===== config.mk =====
export PLATFORM = sky130hd
export DESIGN_NAME = qdse_front
export DESIGN_NICKNAME = d
export VERILOG_FILES = /design/src/design/qdse_pkg.sv /design/src/design/qdse_front.sv
export SDC_FILE = /design/constraint.sdc
export NUM_CORES = 1
export LEC_CHECK = 0
export ABC_CLOCK_PERIOD_IN_PS = 7900
export BUFFER_PORTS_ARGS = -buffer_cell sky130_fd_sc_hd__buf_4
export CAP_MARGIN = 30
export CORE_MARGIN = 5
export CORE_UTILIZATION = 62
export DETAILED_ROUTE_END_ITERATION = 16
export GPL_ROUTABILITY_DRIVEN = 0
export PLACE_DENSITY_LB_ADDON = 0.05
export SYNTH_ARGS = -nofsm -noshare
export SYNTH_HDL_FRONTEND = slang
export SYNTH_SLANG_ARGS = --single-unit

===== constraint.sdc =====
create_clock -name clk -period 7.9 [get_ports clk]
set_input_delay 1.58 -clock clk [delete_from_list [all_inputs] [get_ports clk]]
set_output_delay 1.58 -clock clk [all_outputs]
set_load 0.03 [all_outputs]

===== src/design/qdse_pkg.sv =====
// Shared types, constants and helpers for the quadrature decoder speed estimator.
// Used by qdse_front, qdse_div and quadrature_decoder_speed_estimator.
package qdse_pkg;

    // Shared divider geometry
    localparam int DIV_W     = 60;
    localparam int DIV_CNT_W = $clog2(DIV_W);
    localparam int DIVR_W    = 32;

    // Wide signed datapath for rate terms, smoothing accumulator width
    localparam int WIDE_W = 62;
    localparam int ACC_W  = 50;
    localparam int RPM_W  = 38;

    // Counts per second in Q24.8: 1e6 us/s times 256
    localparam logic [27:0] RATE_SCALE = 28'd256000000;
    localparam logic [16:0] ALPHA_ONE  = 17'd65536;
    localparam logic [6:0]  SEC_PER_MIN = 7'd60;

    // Direction codes, two bit signed
    localparam logic signed [1:0] DIR_NONE = 2'sb00;
    localparam logic signed [1:0] DIR_POS  = 2'sb01;
    localparam logic signed [1:0] DIR_NEG  = 2'sb11;

    // Configuration register indexes
    localparam logic [1:0] REG_WINDOW = 2'd0;
    localparam logic [1:0] REG_ALPHA  = 2'd1;
    localparam logic [1:0] REG_CPR    = 2'd2;
    localparam logic [1:0] REG_INDEX  = 2'd3;

    // Divider request and response
    typedef struct packed {
        logic              start;
        logic [DIV_W-1:0]  dividend;
        logic [DIVR_W-1:0] divisor;
    } qdse_div_req_t;

    typedef struct packed {
        logic             done;
        logic [DIV_W-1:0] quotient;
    } qdse_div_rsp_t;

    // Position tracker status
    typedef struct packed {
        logic signed [31:0] count;
        logic signed [1:0]  direction;
        logic [31:0]        edge_interval;
        logic               index_flag;
    } qdse_pos_t;

    // Clamp a wide signed value to the signed 32 bit range
    function automatic logic signed [31:0] sat32(input logic signed [WIDE_W-1:0] v);
        logic signed [WIDE_W-1:0] max_v;
        logic signed [WIDE_W-1:0] min_v;
        max_v = WIDE_W'(64'sd2147483647);
        min_v = -WIDE_W'(64'sd2147483648);
        if (v > max_v)
            return 32'sh7FFFFFFF;
        else if (v < min_v)
            return 32'sh80000000;
        else
            return v[31:0];
    endfunction

endpackage


===== src/design/qdse_front.sv =====
// Quadrature X4 decode, edge interval timing and sticky index flag.
// Depends on qdse_pkg for the status struct and direction codes.
module qdse_front
    import qdse_pkg::*;
(
    input  logic        clk,
    input  logic        rst_n,
    input  logic        take,
    input  logic        a_level,
    input  logic        b_level,
    input  logic        z_level,
    input  logic [31:0] now_us,
    input  logic        index_enable,
    output qdse_pos_t   pos
);

    logic               prev_a_reg, prev_b_reg, prev_z_reg;
    logic signed [31:0] count_reg;
    logic signed [1:0]  dir_reg;
    logic [31:0]        last_time_reg;
    logic [31:0]        interval_reg;
    logic               index_reg;

    logic a_chg, b_chg, edge_hit, step_up;

    // Decode the step direction; a change on A wins over B
    always_comb
    begin
        a_chg    = a_level != prev_a_reg;
        b_chg    = b_level != prev_b_reg;
        edge_hit = take && (a_chg || b_chg);
        step_up  = a_chg ? (a_level == b_level) : (a_level != b_level);
    end

    // Track pins, position and timing on every accepted transaction
    always_ff @(posedge clk or negedge rst_n)
    begin
        if (!rst_n)
        begin
            prev_a_reg    <= 1'b0;
            prev_b_reg    <= 1'b0;
            prev_z_reg    <= 1'b0;
            count_reg     <= '0;
            dir_reg       <= DIR_NONE;
            last_time_reg <= '0;
            interval_reg  <= '0;
            index_reg     <= 1'b0;
        end
        else if (take)
        begin
            prev_a_reg <= a_level;
            prev_b_reg <= b_level;
            prev_z_reg <= z_level;
            if (edge_hit)
            begin
                count_reg     <= step_up ? count_reg + 32'sd1 : count_reg - 32'sd1;
                dir_reg       <= step_up ? DIR_POS : DIR_NEG;
                interval_reg  <= now_us - last_time_reg;
                last_time_reg <= now_us;
            end
            if (index_enable && z_level && !prev_z_reg)
                index_reg <= 1'b1;
        end
    end

    assign pos.count         = count_reg;
    assign pos.direction     = dir_reg;
    assign pos.edge_interval = interval_reg;
    assign pos.index_flag    = index_reg;

endmodule


==> flow_metrics.py <==
metrics = {
    "clocking": {
        "cts_root_buffer": "clkbuf_8",
        "clockBufferDepth": 2,
        "ctsHtreeMaxLevel": 3,
        "cts_buffers": 9,
        "cts.clk_slew.worst_paths_ns": 0.10,
        "insertion_delay_ns": 0.37,
        "cts_setup_buffers": 0,
        "cts_tree": "done",
        "cts_resized": 0,
        "clock_sinks": 102,
        "hold_buffers": 0,
    },
    "synth": {
        "synth_seq_area_share_pct": 38.33,
        "synth_edf_count": 0,
        "synth_seq_cells": 102,
        "synthCells": 774,
        "syn-cell-area_um2": 6659,
        "ys_warn_count": 0,
        "synthArstFlopShare_pct": 100.0,
        "syn_nets": 846,
        "ys_types": 68,
        "synthFlopType": "dfrtp_1",
        "syn_avg_cell_area_um2": 8.603,
    },
    "finish": {
        "diodes": 0,
        "final_cell_mix": "112 x nand2_1, 110 x buf_4, 102 x dfrtp_1",
        "seq_area_um2": 2552,
        "drive_gt1_share_pct": 16.78,
        "multi_input_area_um2": 3785,
        "finalCoreUtilization_pct": 73.41,
        "finalNetCount": 920,
        "final_common_cell": "nand2_1",
        "area_growth_pct": 14.83,
        "fillCellCount": 804,
    },
    "die": {
        "core_um2": 10420,
        "fp.dieH_um": 113.6,
        "ios": 106,
        "initial_core_util_pct": 63.93,
        "dieArea_um2": 12910,
        "die_w_um": 113.6,
        "rows": 37,
    },
    "route": {
        "drt_pass1_iterations": 5,
        "wl_per_cell_um": 16.10,
        "vias": 5986,
        "vias_per_cell": 6.059,
        "drtIter0Drc": 336,
        "antenna_left": 0,
        "totalWireLength_mm": 15.91,
        "drc": 0,
    },
    "worst_setup_path": {
        "critical_path.max_fanout": 48,
        "cp-endpoint": "count_reg[26]$_DFFE_PN0P_",
        "endpoint_kind": "flip-flop",
        "r2r-start": "prev_a_reg$_DFFE_PN0P_",
        "worstPathRequired_ns": 8.20,
        "r2r_slack_ns": 4.57,
        "rr_endpoint": "count_reg[26]$_DFFE_PN0P_",
        "start_kind": "primary input",
        "r2r_cells": 11,
        "worstPathArrival_ns": 4.43,
        "crit_type": "primary input to flip-flop",
        "critPathLaunch": "b_level",
    },
    "timing": {
        "worstMarginPinSlew_ns": 0.7852,
        "rsz0062_at_grt": "no",
        "finalMaxSlewViolations": 0,
        "hold_viol_final": 0,
        "finalCritPeriodShare_pct": 52.36,
        "fin_skew_ns": 0.01075,
        "relSlewSlack_pct": 47.17,
        "fmax_mhz": 241.8,
        "period_needed_ns": 4.136,
        "setup_viol": 0,
        "fin_setup_tns_ns": 0,
    },
    "power": {
        "leakagePower_nw": 3.468,
        "ir_worst_vdd_v": 0.0002355,
        "seqPwrFrac_pct": 37.0,
        "total_power_mw": 2.584,
        "p_int_mw": 1.339,
        "power_density_nw_per_um2": 338.0,
        "clkPwrFrac_pct": 11.2,
        "switching_share_pct": 48.17,
        "comb_power_share_pct": 51.8,
        "p_sw_mw": 1.245,
    },
    "run": {
        "drv_cap": 0,
    },
    "place": {
        "portBuffers": 105,
        "place_hpwl_mm": 11.51,
    },
    "outcome": {
        "outcome": "complete, no violations",
    },
    "min_path": {
        "whs_path_depth": 1,
        "hold_class": "flip-flop to flip-flop",
    },
    "global_routing": {
        "antenna_found_initial": 0,
        "grt_start_max_net_pins": 86,
        "grt_pass1_vias": 5943,
        "grt.overflow.total": 0,
        "grt_pass1_wl_mm": 27.50,
        "grt.total_usage_pct": 25.61,
    },
}
-- power by group through the flow --
stage | Combinational [mW] | Clock (mW) | Sequential [mW]
final | 1.34 | 0.290 | 0.956
after global routing | 1.45 | 0.322 | 0.993
after CTS | 1.34 | 0.299 | 0.950
after detailed placement | 1.34 | 0 | 0.960
after global placement | 1.31 | 0 | 0.949
after floorplan | 0.709 | 0 | 1.14
-- Yosys cell counts (10+ instances only) --
| master | count | area (µm²) |
|---|---|---|
| nand2_1 | 112 | 420.4 |
| nor4_1 | 11 | 68.82 |
| or4_1 | 10 | 75.07 |
| inv_1 | 42 | 157.7 |
| o21ai_1 | 16 | 80.08 |
| nand4_1 | 14 | 87.58 |
| ha_1 | 32 | 400.4 |
| or3_1 | 12 | 75.07 |
| xnor2_1 | 37 | 324.1 |
| mux2i_1 | 13 | 130.1 |
| nor3_1 | 20 | 100.1 |
| dfrtp_1 | 102 | 2552 |
| xor2_1 | 29 | 254.0 |
| a21oi_1 | 33 | 165.2 |
| clkbuf_1 | 29 | 108.9 |
| nor2_1 | 27 | 101.4 |
| o21ai_0 | 76 | 380.4 |
| nand3_1 | 18 | 90.09 |
| buf_1 | 10 | 37.54 |
| a21o_1 | 11 | 82.58 |
-- layout make-up --
cell class | instances | share of cell area [%]
Multi-Input combinational cell | 583 | 49.50
Sequential cell | 102 | 33.38
Timing Repair Buffer | 110 | 10.80
Tap cell | 136 | 2.225
Inverter | 42 | 2.062
Clock buffer | 10 | 1.669
Clock inverter | 5 | 0.3600
-- worst max-delay path: stages --
cell and delay [ns]:
buf_4 0.15, xor2_4 0.15, buf_4 0.42, xnor2_1 0.18, ha_1 0.28, and4_1 0.24
nand2_1 0.11, o31ai_2 0.22, o41ai_2 0.16, a211o_4 0.37, o41ai_2 0.38, xor2_1 0.18
-- per-layer routing --
| layer | GRT usage [%] | vias up | routed length (µm) |
|---|---|---|---|
| met5 | 0 | - | 0 |
| met4 | 8.814 | 0 | 365 |
| met3 | 4.403 | 41 | 1009 |
| met2 | 43.54 | 219 | 7833 |
| met1 | 33.07 | 2839 | 6700 |
| li1 | - | 2887 | - |
-- metrics by stage --
step                instances  setup WS, ns  area [µm²]  hold WS (ns)
global route              988         3.461        7646        0.5048
finish                    988         3.764        7646        0.4812
CTS                       988         3.792        7646        0.4885
floorplan                 774         3.195        6659        0.4377
global placement          973         3.495        7491        0.4502
detailed placement        973         3.404        7491        0.4646
-- worst min-delay path by stage --
stage,start,end
after floorplan,index_reg$_DFFE_PN0P_,index_reg$_DFFE_PN0P_
after detailed placement,index_reg$_DFFE_PN0P_,index_reg$_DFFE_PN0P_
after global placement,index_reg$_DFFE_PN0P_,index_reg$_DFFE_PN0P_
after global routing,count_reg[31]$_DFFE_PN0P_,count_reg[31]$_DFFE_PN0P_
after CTS,index_reg$_DFFE_PN0P_,index_reg$_DFFE_PN0P_
final,count_reg[31]$_DFFE_PN0P_,count_reg[31]$_DFFE_PN0P_
-- logic make-up after synthesis --
| family | synth area share (%) |
|---|---|
| and+or+nand+nor | 19.26 |
| xor gates and xnor gates | 8.925 |
| adders and majority gates | 6.313 |
| muxes | 2.292 |
| AOI/OAI and AO/OA | 19.58 |
| DFF | 38.33 |
| buffers and inverters | 5.299 |
Note: power is estimated with default switching activity, not from simulation.
