--- config.mk ---
export PLATFORM = sky130hd
export DESIGN_NAME = qdse_div
export DESIGN_NICKNAME = d
export VERILOG_FILES = /design/src/design/qdse_pkg.sv /design/src/design/qdse_div.sv
export SDC_FILE = /design/constraint.sdc
export NUM_CORES = 1
export LEC_CHECK = 0
export BUFFER_PORTS_ARGS = -buffer_cell sky130_fd_sc_hd__buf_2
export CORE_MARGIN = 3
export CORE_UTILIZATION = 40
export DETAILED_ROUTE_END_ITERATION = 10
export PLACE_DENSITY = 0.7
export SLEW_MARGIN = 20
export SYNTH_ARGS = -nofsm -noshare
export SYNTH_HDL_FRONTEND = slang
export SYNTH_SLANG_ARGS = --single-unit
--- constraint.sdc ---
create_clock -name clk -period 5.9 [get_ports clk]
set_clock_uncertainty 0.2 [all_clocks]
set_input_delay 1.18 -clock clk [delete_from_list [all_inputs] [get_ports clk]]
set_output_delay 1.18 -clock clk [all_outputs]
set_load 0.02 [all_outputs]
--- src/design/qdse_pkg.sv ---
// Shared types, constants and helpers for the quadrature decoder speed estimator.
// Used by qdse_front, qdse_div and quadrature_decoder_speed_estimator.
package qdse_pkg;

    // Shared divider geometry
    localparam int DIV_W     = 60;
    localparam int DIV_CNT_W = $clog2(DIV_W);
    localparam int DIVR_W    = 32;

    // Wide signed datapath for rate terms, smoothing accumulator width
    localparam int WIDE_W = 62;
    localparam int ACC_W  = 50;
    localparam int RPM_W  = 38;

    // Counts per second in Q24.8: 1e6 us/s times 256
    localparam logic [27:0] RATE_SCALE = 28'd256000000;
    localparam logic [16:0] ALPHA_ONE  = 17'd65536;
    localparam logic [6:0]  SEC_PER_MIN = 7'd60;

    // Direction codes, two bit signed
    localparam logic signed [1:0] DIR_NONE = 2'sb00;
    localparam logic signed [1:0] DIR_POS  = 2'sb01;
    localparam logic signed [1:0] DIR_NEG  = 2'sb11;

    // Configuration register indexes
    localparam logic [1:0] REG_WINDOW = 2'd0;
    localparam logic [1:0] REG_ALPHA  = 2'd1;
    localparam logic [1:0] REG_CPR    = 2'd2;
    localparam logic [1:0] REG_INDEX  = 2'd3;

    // Divider request and response
    typedef struct packed {
        logic              start;
        logic [DIV_W-1:0]  dividend;
        logic [DIVR_W-1:0] divisor;
    } qdse_div_req_t;

    typedef struct packed {
        logic             done;
        logic [DIV_W-1:0] quotient;
    } qdse_div_rsp_t;

    // Position tracker status
    typedef struct packed {
        logic signed [31:0] count;
        logic signed [1:0]  direction;
        logic [31:0]        edge_interval;
        logic               index_flag;
    } qdse_pos_t;

    // Clamp a wide signed value to the signed 32 bit range
    function automatic logic signed [31:0] sat32(input logic signed [WIDE_W-1:0] v);
        logic signed [WIDE_W-1:0] max_v;
        logic signed [WIDE_W-1:0] min_v;
        max_v = WIDE_W'(64'sd2147483647);
        min_v = -WIDE_W'(64'sd2147483648);
        if (v > max_v)
            return 32'sh7FFFFFFF;
        else if (v < min_v)
            return 32'sh80000000;
        else
            return v[31:0];
    endfunction

endpackage

--- src/design/qdse_div.sv ---
// Shared restoring divider, one quotient bit per cycle.
// Depends on qdse_pkg for widths and request/response structs.
module qdse_div
    import qdse_pkg::*;
(
    input  logic          clk,
    input  logic          rst_n,
    input  qdse_div_req_t req,
    output qdse_div_rsp_t rsp
);

    logic                 busy_reg, busy_next;
    logic                 done_reg, done_next;
    logic [DIV_CNT_W-1:0] cnt_reg, cnt_next;
    logic [DIVR_W-1:0]    rem_reg, rem_next;
    logic [DIV_W-1:0]     quo_reg, quo_next;
    logic [DIVR_W-1:0]    dvs_reg, dvs_next;

    logic [DIVR_W:0]      shifted;
    logic [DIVR_W+1:0]    diff;

    // One restoring step: shift in the next dividend bit, try a subtract
    always_comb
    begin
        shifted   = {rem_reg, quo_reg[DIV_W-1]};
        diff      = {1'b0, shifted} - {2'b00, dvs_reg};
        busy_next = busy_reg;
        done_next = 1'b0;
        cnt_next  = cnt_reg;
        rem_next  = rem_reg;
        quo_next  = quo_reg;
        dvs_next  = dvs_reg;
        if (req.start)
        begin
            busy_next = 1'b1;
            cnt_next  = '0;
            rem_next  = '0;
            quo_next  = req.dividend;
            dvs_next  = req.divisor;
        end
        else if (busy_reg)
        begin
            if (!diff[DIVR_W+1])
            begin
                rem_next = diff[DIVR_W-1:0];
                quo_next = {quo_reg[DIV_W-2:0], 1'b1};
            end
            else
            begin
                rem_next = shifted[DIVR_W-1:0];
                quo_next = {quo_reg[DIV_W-2:0], 1'b0};
            end
            cnt_next = cnt_reg + DIV_CNT_W'(1);
            if (cnt_reg == DIV_CNT_W'(DIV_W - 1))
            begin
                busy_next = 1'b0;
                done_next = 1'b1;
            end
        end
    end

    // Control state
    always_ff @(posedge clk or negedge rst_n)
    begin
        if (!rst_n)
        begin
            busy_reg <= 1'b0;
            done_reg <= 1'b0;
            cnt_reg  <= '0;
        end
        else
        begin
            busy_reg <= busy_next;
            done_reg <= done_next;
            cnt_reg  <= cnt_next;
        end
    end

    // Datapath
    always_ff @(posedge clk)
    begin
        rem_reg <= rem_next;
        quo_reg <= quo_next;
        dvs_reg <= dvs_next;
    end

    assign rsp.done     = done_reg;
    assign rsp.quotient = quo_reg;

endmodule

==> flow_summary.rst <==
.. list-table::
   :header-rows: 1

   * - Metric
     - Value
   * - Die height
     - about 140 µm
   * - Fraction of the mapped netlist area in simple logic gates
     - 9.769%
   * - Number of DRC markers after the initial detailed-route iteration
     - around 250
   * - Unrepaired setup endpoints after global routing
     - false
   * - Setup Slack @ Placement
     - 2.161 ns
   * - Placer's final routability congestion estimate
     - 0.8214
   * - Number of enable-type register cells in the synthesized netlist
     - slightly above 90
   * - CTS root buffer
     - sky130_fd_sc_hd__clkbuf_16
   * - Fraction of synthesized cell area in xor and xnor cells
     - under 10%
   * - Required time reported for the critical path endpoint
     - around 6.0 ns
   * - Number of setup violations in the final report
     - 0
   * - Slack of the critical path
     - 2.340 ns
   * - Post-detailed-route wirelength per cell
     - 16.06 µm
   * - Transition at the pin with the smallest max-transition slack
     - 0.8395 ns
   * - Fraction of layout cells with a size suffix above 1
     - 33.63%
   * - Switching Share
     - 37.42%
   * - Leakage power total
     - roughly 3.7 nW
   * - CP Capture Type
     - register
   * - Adder-Cell Fraction of Synth Area
     - 6.112%
   * - Data arrival at the endpoint of the critical path
     - about 3.7 ns
   * - Aggregate global routing overflow
     - 0
   * - Global router's overall resource usage
     - 17.22%
   * - HPWL reported at the end of detailed placement
     - around 12000 µm
   * - Switching power total
     - 1.420 mW
   * - Kind of critical path
     - reg -> reg
   * - Total of hold buffers inserted after clock tree synthesis
     - 0
   * - Number of flip-flops in the largest register
     - 60
   * - Final hold violation count
     - 0
   * - Number of routed nets with antenna violations
     - 0
   * - # Max-Cap Violations
     - 0
   * - Result of the run
     - complete, no violations
   * - Post-layout min period
     - 3.560 ns
   * - Power per standard cell area
     - around 440 mW/mm²
   * - Number of distinct library cells after synthesis
     - 60
   * - Area of the mapped netlist
     - 0.007083 mm²
   * - Tightest hold margin
     - 0.2750 ns
   * - Synthesis-stage register bit count
     - around 130
   * - Routed via count divided by cell count
     - approximately 5
   * - Compound-cell area share of the yosys netlist
     - 13.94%
   * - Maximum ir drop on the vdd rail
     - 0.2555 mV
   * - Chip width
     - 139.1 µm
   * - Diode insertion count for antenna repair
     - 0
   * - Type of the most critical hold path
     - reg -> reg
   * - Clock buffers created by TritonCTS
     - 17
   * - Wire length of the first global-routing pass
     - 27170 µm
   * - Number of warnings issued by yosys
     - 0
   * - Fin crit share
     - between 60% and 70%
   * - Number of slew-limit violations in the final report
     - 0
   * - FMAX
     - 0.2809 GHz
   * - Number of global-route vias before repair
     - approximately 5500
   * - Primary FF master, synth
     - sky130_fd_sc_hd__edfxtp_1
   * - Share of power burned in combinational logic
     - 39.8%
   * - Summed negative setup slack over all endpoints
     - 0 ns
   * - Num rows
     - 48
   * - Clock slew at the register clock pins of the worst setup and hold paths
     - approximately 0.07 ns
   * - Count of buffers inserted at the top-level ports
     - 155
   * - CTS tree
     - built
   * - Starting density of the core
     - 40.95%
   * - Gate count of the mapped netlist
     - 625
   * - Pin count of the biggest net entering global routing
     - 70
   * - CP Max Fanout
     - 5
   * - Crit start category
     - register
   * - Clock share of power
     - 26.0%
   * - Critical path cell sequence
     - inv_1 > ha_1 > inv_1 > fa_1 > a21oi_1 > o211ai_1 > a31oi_1 > o21ai_2 > a211oi_4 > o22ai_1 > a21boi_0 > xnor2_1 > a211o_1
   * - Clock insertion delay at the later pin of the skew report
     - between 0.4 and 0.5 ns
   * - Via count
     - ~5200
   * - Full die area
     - 0.01934 mm²
   * - Number of sinks handled by clock tree synthesis
     - 132
   * - DRC violation count after routing
     - 0
   * - Top library cells by usage in the layout, fill and taps aside
     - sky130_fd_sc_hd__buf_2 (154), sky130_fd_sc_hd__edfxtp_1 (92), sky130_fd_sc_hd__mux2_2 (63)
   * - Multiplexer area fraction after synthesis
     - 11.29%
   * - I/O pin cnt
     - 156
   * - Number of buffers on the longest clock path
     - 2
   * - H-tree Lvls
     - 4
   * - Most prevalent standard cell on the critical path
     - sky130_fd_sc_hd__inv_1
   * - Peak per-stage delay on the critical path
     - between 0.4 and 0.5 ns
   * - Most common library cell in the layout ignoring fill and taps
     - sky130_fd_sc_hd__buf_2
   * - Async set-or-reset flop fraction in the synthesized netlist
     - a little over 6%
   * - Resize count post-CTS
     - 0
   * - Main combinational cell family by area after synthesis
     - compound AO/OA/AOI/OAI gates
   * - Post-synthesis net count
     - 754
   * - Number of buffers inserted to repair setup after CTS
     - 0
   * - Area of the core region
     - 0.01730 mm²
   * - Sequential cell fraction of total power
     - 34.2%
   * - Initial DRT Pass Iterations
     - 5
   * - Synthesized area per cell
     - between 10 and 15 µm²
   * - Internal Power
     - 2.375 mW
   * - Post-synthesis to final-layout area growth
     - 21.11%
   * - Number of antenna violations at the first check in global routing
     - 0
   * - Detailed-route wire length
     - 16270 µm
   * - Cell with the biggest individual delay on the critical path
     - sky130_fd_sc_hd__a31oi_1
   * - Final net count
     - 904
   * - Tightest slew margin relative to the limit
     - 43.95%
   * - Part of the Yosys area used for sequential elements
     - between 50% and 60%
[final cells by class]
cell class / instances / area (µm²)
fill: 1590 / 8718
sequential: 132 / 3605
multi-input combinational: 420 / 3174
timing repair buffer: 158 / 800.8
clock buffer: 17 / 425.4
tap: 225 / 281.5
inverter: 46 / 172.7
clock inverter: 15 / 118.9
[layer usage]
metal / part of all wire [%] / track usage, % / vias up
met3: 8.2 / 7.414 / 9
li1: - / - / 2594
met1: 43 / 21.29 / 2452
met2: 47 / 28.02 / 151
met4: 0.85 / 4.171 / 0
met5: 0 / 0 / -
[power groups by stage]
stage | Combinational, mW | Sequential (mW) | Clock [mW]
floorplan | 1.16 | 1.34 | 0
global placement | 1.49 | 1.31 | 0
detailed placement | 1.50 | 1.31 | 0
CTS | 1.51 | 1.30 | 1.01
global route | 1.69 | 1.32 | 1.05
finish | 1.51 | 1.30 | 0.985
[through the flow]
step                util [%]  area [µm²]  power, mW  instances
global route           49.59        8578      4.058       1013
floorplan                  -        7083      2.501        625
global placement       46.45        8034      2.800        981
CTS                    49.59        8578      3.822       1013
detailed placement     46.45        8034      2.817        981
finish                 49.59        8578      3.794       1013
[cells by family (layout without fill, tap and decap cells)]
logic type,Yosys count,after routing
buf+inv,73,236
fa+ha+maj,34,34
mux,72,72
compound gates,142,142
flops,132,132
xor+xnor,30,30
simple gates,142,142
[final timing paths]
path                        startpoint     endpoint  slack, ns  depth (start not counted)
max in group asynchronous        rst_n     busy_reg       4.91                          1
min in group asynchronous        rst_n     done_reg       0.39                          1
hold / removal             rem_reg[31]  rem_reg[31]       0.27                          2
setup reg to reg           quo_reg[59]  rem_reg[26]       2.34                         13
setup / recovery           quo_reg[59]  rem_reg[26]       2.34                         13
hold reg to reg            rem_reg[31]  rem_reg[31]       0.27                          2
[Yosys cell counts, types with 2 or more instances]
master / count / area (µm²)
sky130_fd_sc_hd__edfxtp_1: 92 / 2763
sky130_fd_sc_hd__mux2_2: 63 / 709.4
sky130_fd_sc_hd__nand2_1: 48 / 180.2
sky130_fd_sc_hd__inv_1: 46 / 172.7
sky130_fd_sc_hd__nor2_1: 46 / 172.7
sky130_fd_sc_hd__a21oi_1: 43 / 215.2
sky130_fd_sc_hd__ha_1: 33 / 412.9
sky130_fd_sc_hd__dfxtp_1: 32 / 640.6
sky130_fd_sc_hd__xnor2_1: 23 / 201.4
sky130_fd_sc_hd__clkbuf_1: 20 / 75.07
sky130_fd_sc_hd__o21ai_0: 19 / 95.09
sky130_fd_sc_hd__a211oi_1: 15 / 112.6
sky130_fd_sc_hd__a311oi_1: 13 / 113.9
sky130_fd_sc_hd__a21o_1: 9 / 67.56
sky130_fd_sc_hd__mux2i_1: 9 / 90.09
sky130_fd_sc_hd__nand3_1: 9 / 45.04
sky130_fd_sc_hd__dfrtp_1: 8 / 200.2
sky130_fd_sc_hd__o21bai_1: 8 / 60.06
sky130_fd_sc_hd__xor2_1: 7 / 61.31
sky130_fd_sc_hd__and2_1: 6 / 37.54
sky130_fd_sc_hd__nor3b_1: 5 / 37.54
sky130_fd_sc_hd__a21boi_0: 4 / 30.03
sky130_fd_sc_hd__nor3_1: 4 / 20.02
sky130_fd_sc_hd__o211ai_1: 4 / 30.03
sky130_fd_sc_hd__o21a_1: 4 / 30.03
sky130_fd_sc_hd__and3_1: 3 / 18.77
sky130_fd_sc_hd__buf_1: 3 / 11.26
sky130_fd_sc_hd__nand2b_1: 3 / 18.77
sky130_fd_sc_hd__nand4_1: 3 / 18.77
sky130_fd_sc_hd__nor2b_1: 3 / 18.77
sky130_fd_sc_hd__o31ai_1: 3 / 22.52
sky130_fd_sc_hd__a211o_1: 2 / 17.52
sky130_fd_sc_hd__a221oi_1: 2 / 17.52
sky130_fd_sc_hd__a22o_1: 2 / 17.52
sky130_fd_sc_hd__a31oi_1: 2 / 12.51
sky130_fd_sc_hd__a41oi_1: 2 / 17.52
sky130_fd_sc_hd__buf_4: 2 / 15.01
sky130_fd_sc_hd__nand4b_1: 2 / 17.52
sky130_fd_sc_hd__or3_1: 2 / 12.51
[worst max-delay path: cells and delay by family (launching register included)]
| kind | cells | cell delay (ns) |
|---|---|---|
| flip-flops | 1 | 0.40 |
| buffers and inverters | 2 | 0.12 |
| adder cells (fa/ha/maj) | 2 | 0.55 |
| AO/OA/AOI/OAI | 8 | 2.10 |
| XOR/XNOR | 1 | 0.10 |
(Power assumes the default switching activity.)
